$ cat src/ndva_pkg.sv
// shared types, constants and helpers for the note duplicator voice allocator
`timescale 1ns / 1ps
`default_nettype none
package ndva_pkg;

   localparam int MAX_SLOTS         = 8;
   localparam int TRACK_WORD_W      = 64;
   localparam int MAX_TARGETS       = 128;
   localparam int NUM_SLOTS_DEF     = 8;
   localparam int NUM_TRACKS_DEF    = 64;
   localparam int NUM_TARGETS_DEF   = 128;
   localparam int CHANNELS          = 64;
   localparam logic [7:0] NOTE_CMD_FIRST = 8'd120;
   localparam logic [7:0] NOTE_TOP  = 8'd119;
   localparam logic [15:0] LFSR_TAPS = 16'hB400;
   localparam logic [15:0] LFSR_SEED = 16'h0001;
   localparam int CSR_AW            = 5;

   // register map, index = byte address / 8
   typedef enum logic [1:0] {
      REG_MUTED,
      REG_ENABLE,
      REG_TARGET,
      REG_OFFSET
   } ndva_reg_type;

   typedef enum logic [2:0] {
      ST_IDLE,
      ST_VM_LOAD,
      ST_SLOT,
      ST_UPDATE,
      ST_FINISH
   } ndva_state_type;

   typedef struct packed {
      logic       command;
      logic [5:0] channel;
      logic [7:0] note;
      logic [7:0] instrument;
      logic [7:0] effect_cmd;
      logic [7:0] effect_param;
   } ndva_req_type;

   typedef struct packed {
      logic [6:0] target_machine;
      logic [5:0] target_track;
      logic [7:0] out_note;
      logic [7:0] out_instrument;
      logic [7:0] out_effect_cmd;
      logic [7:0] out_effect_param;
      logic       last;
   } ndva_rsp_type;

   // slot settings seen by the back end
   typedef struct packed {
      logic [7:0]  enable;
      logic [55:0] target;
      logic [55:0] offset;
   } ndva_cfg_type;

   // head of the queue between front and back
   typedef struct packed {
      logic         valid;
      ndva_req_type item;
   } ndva_queue_type;

   // voice map entry of one slot
   typedef struct packed {
      logic       valid;
      logic [5:0] track;
   } ndva_voice_type;

   // lowest set bit of a track word
   function automatic logic [5:0] first_one64(input logic [63:0] v);
      logic [5:0] r;
      r = '0;
      for (int i = 63; i >= 0; i--) begin
         if (v[i]) begin
            r = 6'(i);
         end
      end
      return r;
   endfunction

   // lowest set bit of a slot mask
   function automatic logic [2:0] first_one8(input logic [7:0] v);
      logic [2:0] r;
      r = '0;
      for (int i = 7; i >= 0; i--) begin
         if (v[i]) begin
            r = 3'(i);
         end
      end
      return r;
   endfunction

endpackage
`default_nettype wire

$ cat src/ndva_front.sv
// front end: takes words, drops muted notes and queues the rest
`timescale 1ns / 1ps
`default_nettype none
module ndva_front (
   input  wire logic                  clock,
   input  wire logic                  reset,
   input  wire logic                  req_valid,
   output logic                       req_stall,
   input  wire ndva_pkg::ndva_req_type req_data,
   input  wire logic                  muted,
   input  wire logic                  pop,
   output ndva_pkg::ndva_queue_type   head
);
   import ndva_pkg::*;

   ndva_req_type q_mem [2];
   logic         wr_ptr_ff, wr_ptr_in;
   logic         rd_ptr_ff, rd_ptr_in;
   logic [1:0]   count_ff, count_in;
   logic         accept;
   logic         push;
   logic         do_pop;

   // stop always goes through, notes only when not muted
   assign req_stall = (count_ff == 2'd2);
   assign accept    = req_valid && !req_stall;
   assign push      = accept && (req_data.command || !muted);
   assign do_pop    = pop && (count_ff != 2'd0);

   assign head.valid = (count_ff != 2'd0);
   assign head.item  = q_mem[rd_ptr_ff];

   always_comb begin
      wr_ptr_in = wr_ptr_ff ^ push;
      rd_ptr_in = rd_ptr_ff ^ do_pop;
      count_in  = count_ff + 2'(push) - 2'(do_pop);
   end

   always_ff @(posedge clock) begin
      if (reset) begin
         wr_ptr_ff <= 1'b0;
         rd_ptr_ff <= 1'b0;
         count_ff  <= 2'd0;
      end else begin
         wr_ptr_ff <= wr_ptr_in;
         rd_ptr_ff <= rd_ptr_in;
         count_ff  <= count_in;
      end
   end

   // queue storage
   always_ff @(posedge clock) begin
      if (push) begin
         q_mem[wr_ptr_ff] <= req_data;
      end
   end

endmodule
`default_nettype wire

$ cat config.mk
export PLATFORM = sky130hd
export DESIGN_NAME = ndva_front
export DESIGN_NICKNAME = d
export VERILOG_FILES = /design/src/ndva_pkg.sv /design/src/ndva_front.sv
export SDC_FILE = /design/constraint.sdc
export NUM_CORES = 1
export LEC_CHECK = 0
export BUFFER_PORTS_ARGS = -buffer_cell sky130_fd_sc_hd__clkbuf_2
export CORE_ASPECT_RATIO = 1.2
export CORE_MARGIN = 5
export CORE_UTILIZATION = 51
export CTS_CLUSTER_DIAMETER = 150
export DETAILED_ROUTE_END_ITERATION = 7
export PLACE_DENSITY = 0.78
export SETUP_SLACK_MARGIN = 0.3
export SLEW_MARGIN = 20
export SYNTH_ARGS = -nofsm -noshare
export SYNTH_HDL_FRONTEND = slang
export SYNTH_SLANG_ARGS = --single-unit
export TNS_END_PERCENT = 10
$ cat constraint.sdc
create_clock -name clock -period 2.45 [get_ports clock]
set_input_delay 0.49 -clock clock [delete_from_list [all_inputs] [get_ports clock]]
set_output_delay 0.49 -clock clock [all_outputs]
set_load 0.02 [all_outputs]
; ---- Word-level counts from Yosys, hierarchy flattened
; Memories as Yosys holds them, arrays and structs flattened. A register that Yosys moved wholly into a read port is not among the register bits.
; Cells that the tools add are included.
[totals]
ff_bits = 4
latch_bits = 0
mem_bits_rw = 78
romBits = 0
inputBits = 44
output_inout_bits = 41
mem_count = 1
[classes]
addsub = 2
mul = 0
n_div = 0
order_cmp = 0
n_eq_ne = 1
shifts = 0
mux = 3
n_bitwise = 2
n_reduce_logical = 7
[memory_table]
columns = name, depth, width, rd, rd_clocked_by_memory_dff, write_ports, line_no
row1 = q_mem, 2, 39, 1, 1, 1, ndva_front.sv:16  ; ndva_req_type q_mem [2];
[ops]
columns = op, count
row1 = $logic_and 1x1->1, 3
row2 = $mux 1, 3
row3 = $add 2x1->2, 1
row4 = $eq 2x2->1 const B, 1
row5 = $logic_not 1->1, 2
row6 = $reduce_bool 2->1, 1
row7 = $sub 2x1->2, 1
row8 = $xor 1x1->1, 2
row9 = $logic_or 1x1->1, 1

; ---- Longest topological paths before layout
; Gate-level depths: netlist of run 1.
[depth]
ltp_word = 6
depth_mapped = 7
ltp_nobuf = 7

; ---- Worst setup path after synthesis of run 1
; Ideal clock, no wire load.
[synth_timing]
kind = input-to-reg
startpoint = input req_data[38] in the netlist's numbering
endpoint = memory q_mem[1][0] in the netlist's numbering (enable)
arrival_time_ps = 1755
t_required_ps = 2050
path_slack_ps = 294
cell_stages = 3
path_cell_list = nand2b_1 > and3_1 > ha_1
[synth_via]
elab_chain_cells = 4
[synth_lines]
columns = item, line_no
row1 = from (decl), ndva_front.sv:9  ; input wire ndva_pkg::ndva_req_type req_data,
row2 = $logic_or 1x1->1, ndva_front.sv:27  ; assign push = accept && (req_data.command || !muted);
row3 = $logic_and 1x1->1, ndva_front.sv:27
row4 = $mux 1, ndva_front.sv:53  ; if (push) begin
row5 = $mux 1 (implied by the code), ndva_front.sv:54  ; q_mem[wr_ptr_ff] <= req_data;
row6 = to (decl), ndva_front.sv:16
; No other way between the ends.

==> reports/metrics.yaml, run 1 <==
status:
  status: "finished, final reports clean"
synthesis:
  syn_inst: 145
  ys.flop_type: "edfxtp_1"
  yosys.area.top_type: "edfxtp_1"
  synthSimpleGateAreaFrac_pct: 1.77
  netlist.area_leader.share_pct: 76.8
  yosysUniqueCellTypes: 14
  yosys_warnings: 0
  synthMuxAreaShare_pct: 14.8
  synth-seq-cells: 82
  synth_seq_area_share_pct: 79.5
  synth_area_um2: 3050
  synth-compound-area-share_pct: 0.246
  synth_edf_count: 78
  synthArstFlopShare_pct: 0
  synth_top_family_by_area: "multiplexers"
  synth_xor_area_share_pct: 0.739
  netlist_top_cells_count: "edfxtp_1, mux2_2, buf_4, dfxtp_1, ha_1"
  syn_nets: 193
  yosysMostFrequentCell: "edfxtp_1"
  synth_adder_area_share_pct: 1.64
  synth_area_leaders: "edfxtp_1, mux2_2, dfxtp_1"
  syn_area_per_cell_um2: 21.0
floorplanning:
  start_util_pct: 53.1
  die_y_um: 94.7
  die_x_um: 80.6
  dieArea_um2: 7630
  core_area_um2: 5740
  rows: 30
  num_io_pins: 85
detailed_routing:
  via_per_inst: 4.80
  drc: 0
  vias: 1568
  drt_first_pass_iters: 4
  ant_nets: 0
  wirelength_mm: 5.10
  drtIter0Drc: 76
  wl_per_cell_um: 15.6
timing:
  hold_violations: 0
  drv_slew: 0
  hold_ws_ns: 0.343
  max_slew_margin_pct: 76.9
  period_needed_ns: 2.10
  fin_skew_ns: 0.00602
  timing.fmax_ghz: 0.477
  rsz0062_at_grt: "yes"
  period_share_pct: 85.5
  finalSetupTns_ns: 0
  layout_setup_ws_ns: 0.354
  worst_pin_slew_ns: 0.346
  setup_viol: 0
worst_setup_path:
  crit_family: "flip-flops"
  cp.arrival_ns: 1.61
  cp.required_ns: 1.96
  rr_startpoint: "count_ff[0]$_SDFF_PP0_"
  crit_cells: 3
  cp_slowest_cell: "dfxtp_4"
  end_kind: "primary output"
  max_stage_delay_ns: 0.48
  critical_path_buf_inv_count: 2
  path_cells: "buf_4 -> mux2_2 -> clkbuf_2"
  worstPathMaxFanout: 17
  startpoint: "rd_ptr_ff$_SDFF_PP0_"
  startpoint_type: "flip-flop"
  critPathKind: "flip-flop to primary output"
  rr_worst_depth: 4
clocking:
  cts_buffer_depth: 2
  htree_levels: 3
  cts_setup_buffers: 0
  numCtsBuffers: 9
  clock_latency_ns: 0.33
  clockRootBuffer: "clkbuf_8"
  hold_buffers: 0
  clk_pin_slew_ns: 0.08
  cts_tree: "yes"
  cts.sinks: 82
power_and_ir_drop:
  pwr_density_cell_nw_per_um2: 984
  peakVddDrop_uv: 576
  leakagePower_nw: 1.48
global_routing:
  gr-usage-all-layers_pct: 14.2
  grt_pass1_vias: 1661
  grt_max_degree: 27
  top_usage_layer: "met2"
  met3_usage_pct: 4.20
  met1_usage_pct: 16.1
  grt_pass1_wl_mm: 7.82
  antenna_found_initial: 0
  grt_overflow_total: 0
  use_met2_pct: 24.0
place:
  io_buffers: 84
  gp_congestion: 0.699
  hpwl_mm: 3.71
  preCtsSetupSlack_ns: 0.565
  dpl.cell_count: 311
worst_hold_path:
  hold_path_class: "primary input to flip-flop"
  hp-start: "req_data[12]"
  min_path_cells: 1
final_layout:
  fillers: 417
  drive_above_1_share_pct: 59.5
  n_antenna_cell: 0
  area_growth_pct: 25.3
  finalNonFillerCells: 327
  seq_area_um2: 2430
  final_nets: 290
  multi_input_comb_area_um2: 589
run:
  maxCapViolations: 0
## stage by stage
step           power (mW)  area (um2)  util [%]
2_1_floorplan        2.46        3050         -
3_3_place_gp         2.76        3600      62.7
3_5_place_dp         2.78        3600      62.7
4_1_cts              3.80        3820      66.5
5_1_grt              3.94        3820      66.5
6_report             3.76        3820      66.5
## power by group
part	internal, mW	leakage, nW	switching (mW)
clock network	0.602	0.108	0.423
registers	1.72	0.756	0.0683
logic	0.411	0.618	0.535
## state kept, by name, summed over array words and instances, names as in the netlist
register   flops
q_mem         78
count_ff       2
wr_ptr_ff      1
rd_ptr_ff      1
## final timing paths
kind                            end  slack (ns)
max                         head[5]        0.35
min          q_mem[0][12]$_DFFE_PP_        0.34
max reg2reg  q_mem[0][32]$_DFFE_PP_        0.77
min reg2reg    wr_ptr_ff$_SDFF_PP0_        0.60
## layer usage
metal / share of wire [%] / wire length, um
met5: 0 / 0
met1: 38 / 1950
met4: 1.2 / 60
met2: 54 / 2770
met3: 6.2 / 318
## logic make-up after synthesis
group / after synthesis
and+or+nand+nor: 10
AOI/OAI and AO/OA: 1
muxes: 40
xor gates and xnor gates: 1
DFF: 82
adders and majority gates: 4
buffers and inverters: 7
## cells in the final DEF (no fill, tap or decap)
cell,n
clkbuf_2,84
edfxtp_1,78
mux2_2,40
clkbuf_8,10
buf_4,5
inv_1,3
nor2_1,3
clkbuf_1,3
dfxtp_1,3
nand2b_1,2
nor2b_1,2
ha_1,2
ha_2,2
bufinv_16,2
o21a_1,1
and3_1,1
nand3_1,1
or2_2,1
xnor3_1,1
clkinv_2,1
buf_12,1
dfxtp_4,1
## area by class of cell
class | count | area share, %
clock buffers | 13 | 3.90
clock inverters | 3 | 1.70
inverters | 3 | 0.295
multi-input cells | 56 | 15.4
flip-flops and latches | 82 | 63.5
well taps | 80 | 2.62
repair buffers | 90 | 12.5
## timing repair
item,CTS,global route
endpoints found under the setup margin,26,23
gates cloned,0,0
gates resized for setup,1,0
(Power assumes the default switching activity.)
==> run 2, diff against run 1 <==
Clock period 2.45 ns to 2.1 ns, I/O delays scaled along.
==> reports/metrics.yaml, run 2 (same netlist as run 1, synthesis figures left out) <==
timing:
  fin_skew_ns: 0.00495
  rsz0062_at_grt: "yes"
  worst_pin_slew_ns: 0.201
  drv_slew: 0
  setup_viol: 0
  period_needed_ns: 1.82
  timing.fmax_ghz: 0.550
  period_share_pct: 86.6
  finalSetupTns_ns: 0
  hold_violations: 0
  max_slew_margin_pct: 86.6
detailed_routing:
  wl_per_cell_um: 16.0
  ant_nets: 0
  wirelength_mm: 5.19
  drc: 0
  drt_first_pass_iters: 4
  via_per_inst: 4.78
  drtIter0Drc: 74
  vias: 1553
place:
  io_buffers: 84
  dpl.cell_count: 309
  hpwl_mm: 3.56
  gp_congestion: 0.678
  dpl_cell_area_um2: 3600
floorplanning:
  die_x_um: 80.6
  rows: 30
  start_util_pct: 53.1
  die_y_um: 94.7
  core_area_um2: 5740
  dieArea_um2: 7630
  num_io_pins: 85
final_layout:
  drive_above_1_share_pct: 59.2
  n_antenna_cell: 0
  reg_top3: "q_mem: 78 flops, count_ff: 2 flops"
  final_nets: 289
  largest_register: "q_mem"
  final_common_cell: "clkbuf_2"
  area_growth_pct: 25.4
  finalNonFillerCells: 325
  fillers: 403
  most-common-layout-cells: "clkbuf_2, edfxtp_1, mux2_2, clkbuf_8"
  fin_area_um2: 3820
  largest_reg_flops: 78
worst_setup_path:
  worstPathMaxFanout: 14
  cp.arrival_ns: 1.40
  critPathKind: "flip-flop to primary output"
  end_kind: "primary output"
  cp.required_ns: 1.68
  startpoint_type: "flip-flop"
power_and_ir_drop:
  pwr_density_cell_nw_per_um2: 1120
  leakagePower_nw: 1.47
  total_power_mw: 4.28
  peakVddDrop_uv: 733
worst_hold_path:
  hold_path_class: "primary input to flip-flop"
clocking:
  clockRootBuffer: "clkbuf_8"
  clock_latency_ns: 0.34
  cts_buffer_depth: 2
  htree_levels: 3
  clk_pin_slew_ns: 0.08
  numCtsBuffers: 9
  cts_tree: "yes"
  cts.sinks: 82
global_routing:
  grt_max_degree: 36
  grt_overflow_total: 0
  antenna_found_initial: 0
  grt_pass1_wl_mm: 8.04
  gr-usage-all-layers_pct: 14.7
  grt_pass1_vias: 1716
status:
  status: "finished, final reports clean"
run:
  maxCapViolations: 0
==> run 2: final cells by class <==
| class | instances | area (um2) | area share (%) |
|---|---|---|---|
| multi-input cells | 56 | 589 | 15.4 |
| repair buffers | 89 | 520 | 13.6 |
| well taps | 80 | 100 | 2.62 |
| inverters | 3 | 11.3 | 0.295 |
| clock buffers | 11 | 131 | 3.44 |
| flip-flops and latches | 82 | 2430 | 63.5 |
| clock inverters | 4 | 43.8 | 1.15 |
==> run 2: what timing repair did <==
item	4_1_cts	5_1_grt
setup buffers	0	0
setup endpoints to repair	39	39
hold buffers	0	0
cloned	0	1
gates resized for setup	4	3
==> run 2: path summary, 6_finish.rpt <==
check | startpoint | endpoint | slack [ns] | cells past startpoint
max | rd_ptr_ff$_SDFF_PP0_ | head[29] | 0.28 | 3
min | req_data[0] | q_mem[1][0]$_DFFE_PP_ | 0.27 | 1
max reg2reg | count_ff[0]$_SDFF_PP0_ | q_mem[0][11]$_DFFE_PP_ | 0.55 | 4
min reg2reg | wr_ptr_ff$_SDFF_PP0_ | wr_ptr_ff$_SDFF_PP0_ | 0.59 | 3
==> run 2: critical path: stages, from the launching register on <==
cell and delay [ns]:
dfxtp_4 0.39, clkbuf_16 0.18, mux2_2 0.34, clkbuf_2 0.16
==> run 2: stage by stage <==
| step | util (%) | worst slack [ns] | hold slack [ns] |
|---|---|---|---|
| 3_5_place_dp | 62.7 | 0.415 | 0.588 |
| 5_1_grt | 66.6 | 0.220 | 0.251 |
| 6_report | 66.6 | 0.282 | 0.269 |
| 4_1_cts | 66.0 | 0.238 | 0.251 |
| 2_1_floorplan | - | 0.0144 | 0.487 |
| 3_3_place_gp | 62.7 | 0.448 | 0.575 |
==> run 2: per-layer routing <==
metal	share of wire, %	global-route usage (%)	up-vias	routed length (um)
met5	0	0	-	0
met3	6.4	3.44	6	331
met2	56	26.2	52	2900
met1	36	15.7	741	1870
met4	1.7	8.87	0	87
li1	-	-	754	-
==> run 2: report_power, final <==
group          leakage (nW)  internal [mW]  switching (mW)
registers             0.756           2.00          0.0553
clock network        0.0906          0.536           0.495
logic                 0.627          0.532           0.660
